$ cat src/rtl/core/tcsp_ram.sv
// ---------------------------------------------------------------------------
// tcsp_ram
// Generic single-write, single-read RAM with registered read data.
// ---------------------------------------------------------------------------
module tcsp_ram #(
    parameter int WIDTH = 8,
    parameter int DEPTH = 16,
    parameter int AW    = (DEPTH > 1) ? $clog2(DEPTH) : 1
) (
    input  logic             i_clk,
    input  logic             i_we,
    input  logic [AW-1:0]    i_waddr,
    input  logic [WIDTH-1:0] i_wdata,
    input  logic [AW-1:0]    i_raddr,
    output logic [WIDTH-1:0] o_rdata
);

    logic [WIDTH-1:0] r_mem [DEPTH];
    logic [WIDTH-1:0] r_rdata;

    always_ff @(posedge i_clk) begin
        if (i_we) begin
            r_mem[i_waddr] <= i_wdata;
        end
        r_rdata <= r_mem[i_raddr];
    end

    assign o_rdata = r_rdata;

endmodule

$ cat config.mk
export PLATFORM = sky130hd
export DESIGN_NAME = tcsp_ram
export DESIGN_NICKNAME = d
export VERILOG_FILES = /design/src/rtl/core/tcsp_ram.sv
export SDC_FILE = /design/constraint.sdc
export NUM_CORES = 1
export LEC_CHECK = 0
export BUFFER_PORTS_ARGS = -buffer_cell sky130_fd_sc_hd__buf_2
export CORE_UTILIZATION = 54
export DETAILED_ROUTE_END_ITERATION = 8
export GPL_TIMING_DRIVEN = 0
export MAX_ROUTING_LAYER = met4
export PLACE_DENSITY_LB_ADDON = 0.2
export SLEW_MARGIN = 20
export SYNTH_ARGS = -nofsm -noshare
export SYNTH_HDL_FRONTEND = slang
export SYNTH_SLANG_ARGS = --single-unit
$ cat constraint.sdc
create_clock -name i_clk -period 2.1 [get_ports i_clk]
set_input_delay 0.63 -clock i_clk [delete_from_list [all_inputs] [get_ports i_clk]]
set_output_delay 0.63 -clock i_clk [all_outputs]
set_load 0.05 [all_outputs]
==> results by group, run 1 <==
Clocking
  • Post-cts sizing count: 0
  • CTS Hold Bufs: 0
  • CTS root buf: clkbuf_8
  • CTS tree: done
  • Max H-tree Level: 4
  • Total CTS buffers: 17
  • Worst-Skew Late Latency: 0.50 ns
  • Max Buffers Root-to-Sink: 2
  • Reg clk slew, reported paths: 0.06 ns
  • CTS Sinks: 136
  • Post-CTS setup buffers: 0

Logic synthesis
  • Sequential fraction of the synthesis area: 0.778
  • Syn nets: 247
  • Post-Synthesis Cells: 229
  • Synth cell count leaders: 128 x edfxtp_1, 18 x mux4_2, 16 x a22oi_1
  • Yosys cell types: 19
  • Largest area contributor in the netlist: edfxtp_1
  • Synth top area share: 0.747
  • Seq cells post-synth: 136
  • Synthesized cell area: 5150 µm²
  • Predominant post-synthesis flop cell: edfxtp_1
  • Avg Inst Size Synth: 22.5 µm²
  • Synth area leaders: edfxtp_1 75%, mux4_2 7.9%, mux4_1 7.1%, dfxtp_1 3.1%, a22oi_1 2.3%
  • Post-synthesis async set-or-reset flop share: 0
  • Most numerous cell in the Yosys netlist: edfxtp_1
  • Yosys synthesis warning count: 0
  • Post-synth EDFFs: 128

Route
  • DRC viols: 0
  • DRT Wirelength: 9.38 mm
  • Number of routed nets with antenna violations: 0
  • Starting DRC count in detailed routing: 217
  • Pre-Repair DR Iteration Count: 4
  • Via density: 5.79
  • WL/cell: 22.6 µm
  • Via count: 2398

Placement
  • Port-buffer cells: 24
  • Placed inst area: 5450 µm²
  • Hpwl dp: 5.73 mm
  • Routability Congestion: 0.722

Floorplanning
  • Die X-Extent: 99.6 µm
  • Total die area: 9930 µm²
  • Initial Util: 0.557
  • Core Footprint: 9240 µm²
  • FP Rows: 35
  • I/O pins: 26
  • Die Ht: 99.6 µm

Cells and area
  • Antenna Cells: 0
  • Design Area, Final: 6080 µm²
  • Layout cells sized above 1: 0.305
  • P&R area growth vs syn: 18.2%
  • Fillers: 602
  • Final net count: 290

Min path
  • Hold WC Path Type: in2reg

Worst setup path
  • Crit path largest cell delay: 0.66 ns
  • Critical path buffers and inverters: 1
  • Path type of the worst setup path: in2reg
  • Startpoint Class: input pin
  • CP Cell Sequence: buf_2 > or3b_2 > nor2_1
  • Critical path fanouts, max: 8
  • Worst Path Required: 2.23 ns
  • Crit-path slowest cell: nor2_1
  • Critical Path AT: 1.95 ns
  • CP endpoint kind: flip-flop
  • Critical path's top delay family: simple AND/OR/NAND/NOR gates

Global routing
  • Grt total ovfl: 0
  • First-pass GRT wire length: 14.2 mm
  • Vias in the first global route: 2383
  • Largest net degree at the start of global routing: 17
  • Global-route usage over all layers: 0.221
  • Initial antenna violation count: 0

Timing
  • Total negative setup slack: 0 ns
  • Hold WS: 0.538 ns
  • Worst slew pin tran: 0.833 ns
  • Max-slew headroom: 0.443
  • Final hold violation count: 0
  • Highest Clock Rate: 549 MHz
  • Unrepaired setup endpoints after global routing: no
  • Fin. max-slew vios: 0
  • Final min period: 1.82 ns
  • Period utilization: 0.867
  • Final setup skew: 0.00878 ns
  • # setup viols final: 0

Run
  • Max_cap viols: 0

Pwr
  • Leak pwr: 2.06 nW
  • PD cells: 1070 nW/µm²
  • VDD IR max: 0.000633 V

Run status
  • Status: completed
-- stage by stage --
stage	cells	util	setup WS, ns	power, mW
after floorplan	229	-	0.204	3.32
after global placement	382	0.588	-0.324	3.44
after detailed placement	382	0.590	-0.216	3.45
after CTS	414	0.658	0.310	6.56
after global routing	414	0.658	0.228	6.69
final	414	0.658	0.280	6.52
-- kinds of logic after synthesis --
kind of cell           Yosys count  share of synthesized area
DFF                            136                      0.778
and+or+nand+nor                 35                     0.0318
muxes                           32                      0.150
AOI/OAI and AO/OA               16                     0.0233
buffers and inverters           10                     0.0168
-- placed cells by master, fill, tap and decap left out --
master	instances
a22oi_1	16
and2_1	1
and2b_1	1
buf_2	27
buf_4	1
buf_6	3
bufinv_16	5
clkbuf_1	2
clkbuf_16	16
clkbuf_8	2
clkdlybuf4s25_2	3
clkinv_2	3
clkinv_4	4
dfxtp_1	8
edfxtp_1	128
mux4_1	14
mux4_2	18
nand2_1	9
nand2b_1	2
nand3_1	1
nand3b_1	2
nor2_1	13
nor2b_1	1
nor3_2	4
or3b_2	1
-- cell type report --
class,count,area [µm²],share of cell area
repair buffers,24,120,0.0197
plain buffers,10,86.3,0.0142
well taps,129,161,0.0265
clock inverters,12,200,0.0329
multi-input cells,83,1080,0.177
clock buffers,20,435,0.0716
flip-flops and latches,136,4000,0.658
-- registers in the layout (all words and copies together), names as in the netlist --
| signal | count |
|---|---|
| r_mem | 128 |
| o_rdata | 8 |
-- where the power goes --
group,total (mW),internal [mW],switching [mW]
sequential,3.05,3.04,0.0136
clock,3.12,2.08,1.04
combinational,0.349,0.121,0.228
total,6.52,5.24,1.28
-- worst paths after layout --
kind	startpoint	endpoint	slack [ns]	depth (start not counted)
worst max-delay path	i_waddr[2]	r_mem[2][5]$_DFFE_PP_	0.28	3
worst min-delay path	i_wdata[4]	r_mem[0][4]$_DFFE_PP_	0.54	1
worst max register to register	r_mem[5][0]$_DFFE_PP_	o_rdata[0]$_DFF_P_	0.65	3
worst min register to register	r_mem[8][2]$_DFFE_PP_	o_rdata[2]$_DFF_P_	0.69	3
-- metal layers --
metal  up-vias  GRT usage  routed length [µm]
li1       1060          -                   -
met1      1242      0.311                4220
met2        86      0.318                4480
met3        10     0.0534                 538
met4         0     0.0848                 135
met5         -          -                   0
No activity file was read; power rests on OpenSTA's default activity.
==> run 2, diff against run 1 <==
- CORE_MARGIN: unset -> 2
- GPL_TIMING_DRIVEN: 0 -> unset
==> run 2 against run 1 <==
Core utilization is 0.53 points higher. Non-clock buffer count is 16 higher. Flip-flop and latch count stayed put. Clock skew is 0.0014 ns higher. Sequential share of layout area is 0.52 points lower. Critical endpoint is now o_rdata[6]. Via count is 0.54% higher.
==> results by group, run 2 (synthesized netlist as in run 1, its figures left out) <==
Run status
  • Status: completed

Worst setup path
  • Startpoint Class: flip-flop
  • FF-to-FF path depth: 3
  • CP Depth: 1
  • CP endpoint kind: output port
  • Critical path's top delay family: flip-flops
  • Path type of the worst setup path: reg2out
  • CP Cell Sequence: buf_2
  • Critical path fanouts, max: 1
  • Crit path largest cell delay: 0.35 ns
  • Critical path buffers and inverters: 1
  • Crit-path slowest cell: dfxtp_1
  • Critical Path AT: 1.13 ns
  • Worst Path Required: 1.47 ns

Cells and area
  • Antenna Cells: 0
  • Finished Layout Cells: 430
  • Most flops, register: r_mem
  • Final net count: 306
  • FF/Latch Area: 4000 µm²
  • Most frequent cells in the layout: 128 x edfxtp_1, 25 x buf_2, 22 x buf_4
  • P&R area growth vs syn: 19.2%
  • Fillers: 614
  • Layout cells sized above 1: 0.312
  • Number of flip-flops in the largest register: 128
  • Multi-input gate area: 1060 µm²
  • Most common cell after layout, fill and taps aside: edfxtp_1

Timing
  • Final hold violation count: 0
  • Worst slew pin tran: 0.436 ns
  • Period utilization: 0.840
  • Total negative setup slack: 0 ns
  • Hold WS: 0.503 ns
  • Max-slew headroom: 0.710
  • Final setup skew: 0.0102 ns
  • Highest Clock Rate: 567 MHz
  • Unrepaired setup endpoints after global routing: no
  • Final min period: 1.76 ns
  • # setup viols final: 0
  • Fin. max-slew vios: 0

Pwr
  • PD cells: 1000 nW/µm²
  • Leak pwr: 2.11 nW
  • VDD IR max: 0.000597 V
  • Flop pwr share: 0.496
  • Power Internal: 4.95 mW
  • Comb pwr share: 0.057
  • Clock share of power: 0.447
  • Psw: 1.21 mW
  • Sw frac: 0.196
  • Tot Pwr: 6.15 mW

Clocking
  • Max H-tree Level: 4
  • Reg clk slew, reported paths: 0.06 ns
  • Max Buffers Root-to-Sink: 2
  • CTS Hold Bufs: 0
  • Post-cts sizing count: 0
  • Total CTS buffers: 17
  • Worst-Skew Late Latency: 0.51 ns
  • CTS tree: done
  • Post-CTS setup buffers: 0
  • CTS Sinks: 136
  • CTS root buf: clkbuf_8

Placement
  • Routability Congestion: 0.732
  • Placed cells: 398
  • Hpwl dp: 6.04 mm
  • Port-buffer cells: 25

Route
  • WL/cell: 21.6 µm
  • Number of routed nets with antenna violations: 0
  • Starting DRC count in detailed routing: 209
  • Via count: 2411
  • DRT Wirelength: 9.28 mm
  • M1 wire length: 4.05 mm
  • Routed wl met2: 4.71 mm
  • Via density: 5.61
  • DRC viols: 0
  • Top Metal Used: met4
  • Met3 wire len: 450 µm
  • Pre-Repair DR Iteration Count: 4

Floorplanning
  • Core Footprint: 9240 µm²
  • Die Ht: 102 µm
  • FP Rows: 35
  • I/O pins: 26
  • Initial Util: 0.557
  • Total die area: 10300 µm²
  • Die X-Extent: 102 µm

Global routing
  • Grt total ovfl: 0
  • Initial antenna violation count: 0
  • First-pass GRT wire length: 14.5 mm
  • Vias in the first global route: 2518
  • Global-route usage over all layers: 0.210
  • Largest net degree at the start of global routing: 18

Run
  • Max_cap viols: 0

Min path
  • Hold WC Path Type: in2reg
  • Hold Crit Depth: 1
[run 2: power by group through the flow]
| stage | sequential, mW | clock [mW] | combinational [mW] |
|---|---|---|---|
| global route | 3.06 | 2.92 | 0.376 |
| floorplan | 3.17 | 0 | 0.154 |
| finish | 3.05 | 2.75 | 0.348 |
| detailed placement | 3.11 | 0 | 0.351 |
| CTS | 3.05 | 2.80 | 0.353 |
| global placement | 3.11 | 0 | 0.343 |
[run 2: cell type report]
class,count,share of cell area
Sequential cell,136,0.653
Multi-Input combinational cell,83,0.173
Clock buffer,28,0.0792
Timing Repair Buffer,50,0.0571
Tap cell,129,0.0263
Clock inverter,4,0.0114
[run 2: metrics by stage]
step	area (µm²)	utilization	setup slack (ns)
global placement	5580	0.604	0.0659
global route	6130	0.664	0.283
floorplan	5150	-	0.204
detailed placement	5580	0.604	0.0521
finish	6130	0.664	0.335
CTS	6130	0.664	0.301
[run 2: per-layer routing]
| metal | global-route usage | up-vias |
|---|---|---|
| met4 | 0.0686 | 0 |
| li1 | - | 1091 |
| met5 | - | - |
| met2 | 0.311 | 74 |
| met3 | 0.0504 | 6 |
| met1 | 0.292 | 1240 |
[run 2: worst paths after layout]
| kind | slack [ns] | from | endpoint |
|---|---|---|---|
| min reg2reg | 0.66 | r_mem[12][3]$_DFFE_PP_ | o_rdata[3]$_DFF_P_ |
| max reg2reg | 0.72 | r_mem[8][4]$_DFFE_PP_ | o_rdata[4]$_DFF_P_ |
| max | 0.34 | o_rdata[6]$_DFF_P_ | o_rdata[6] |
| min | 0.50 | i_wdata[1] | r_mem[7][1]$_DFFE_PP_ |
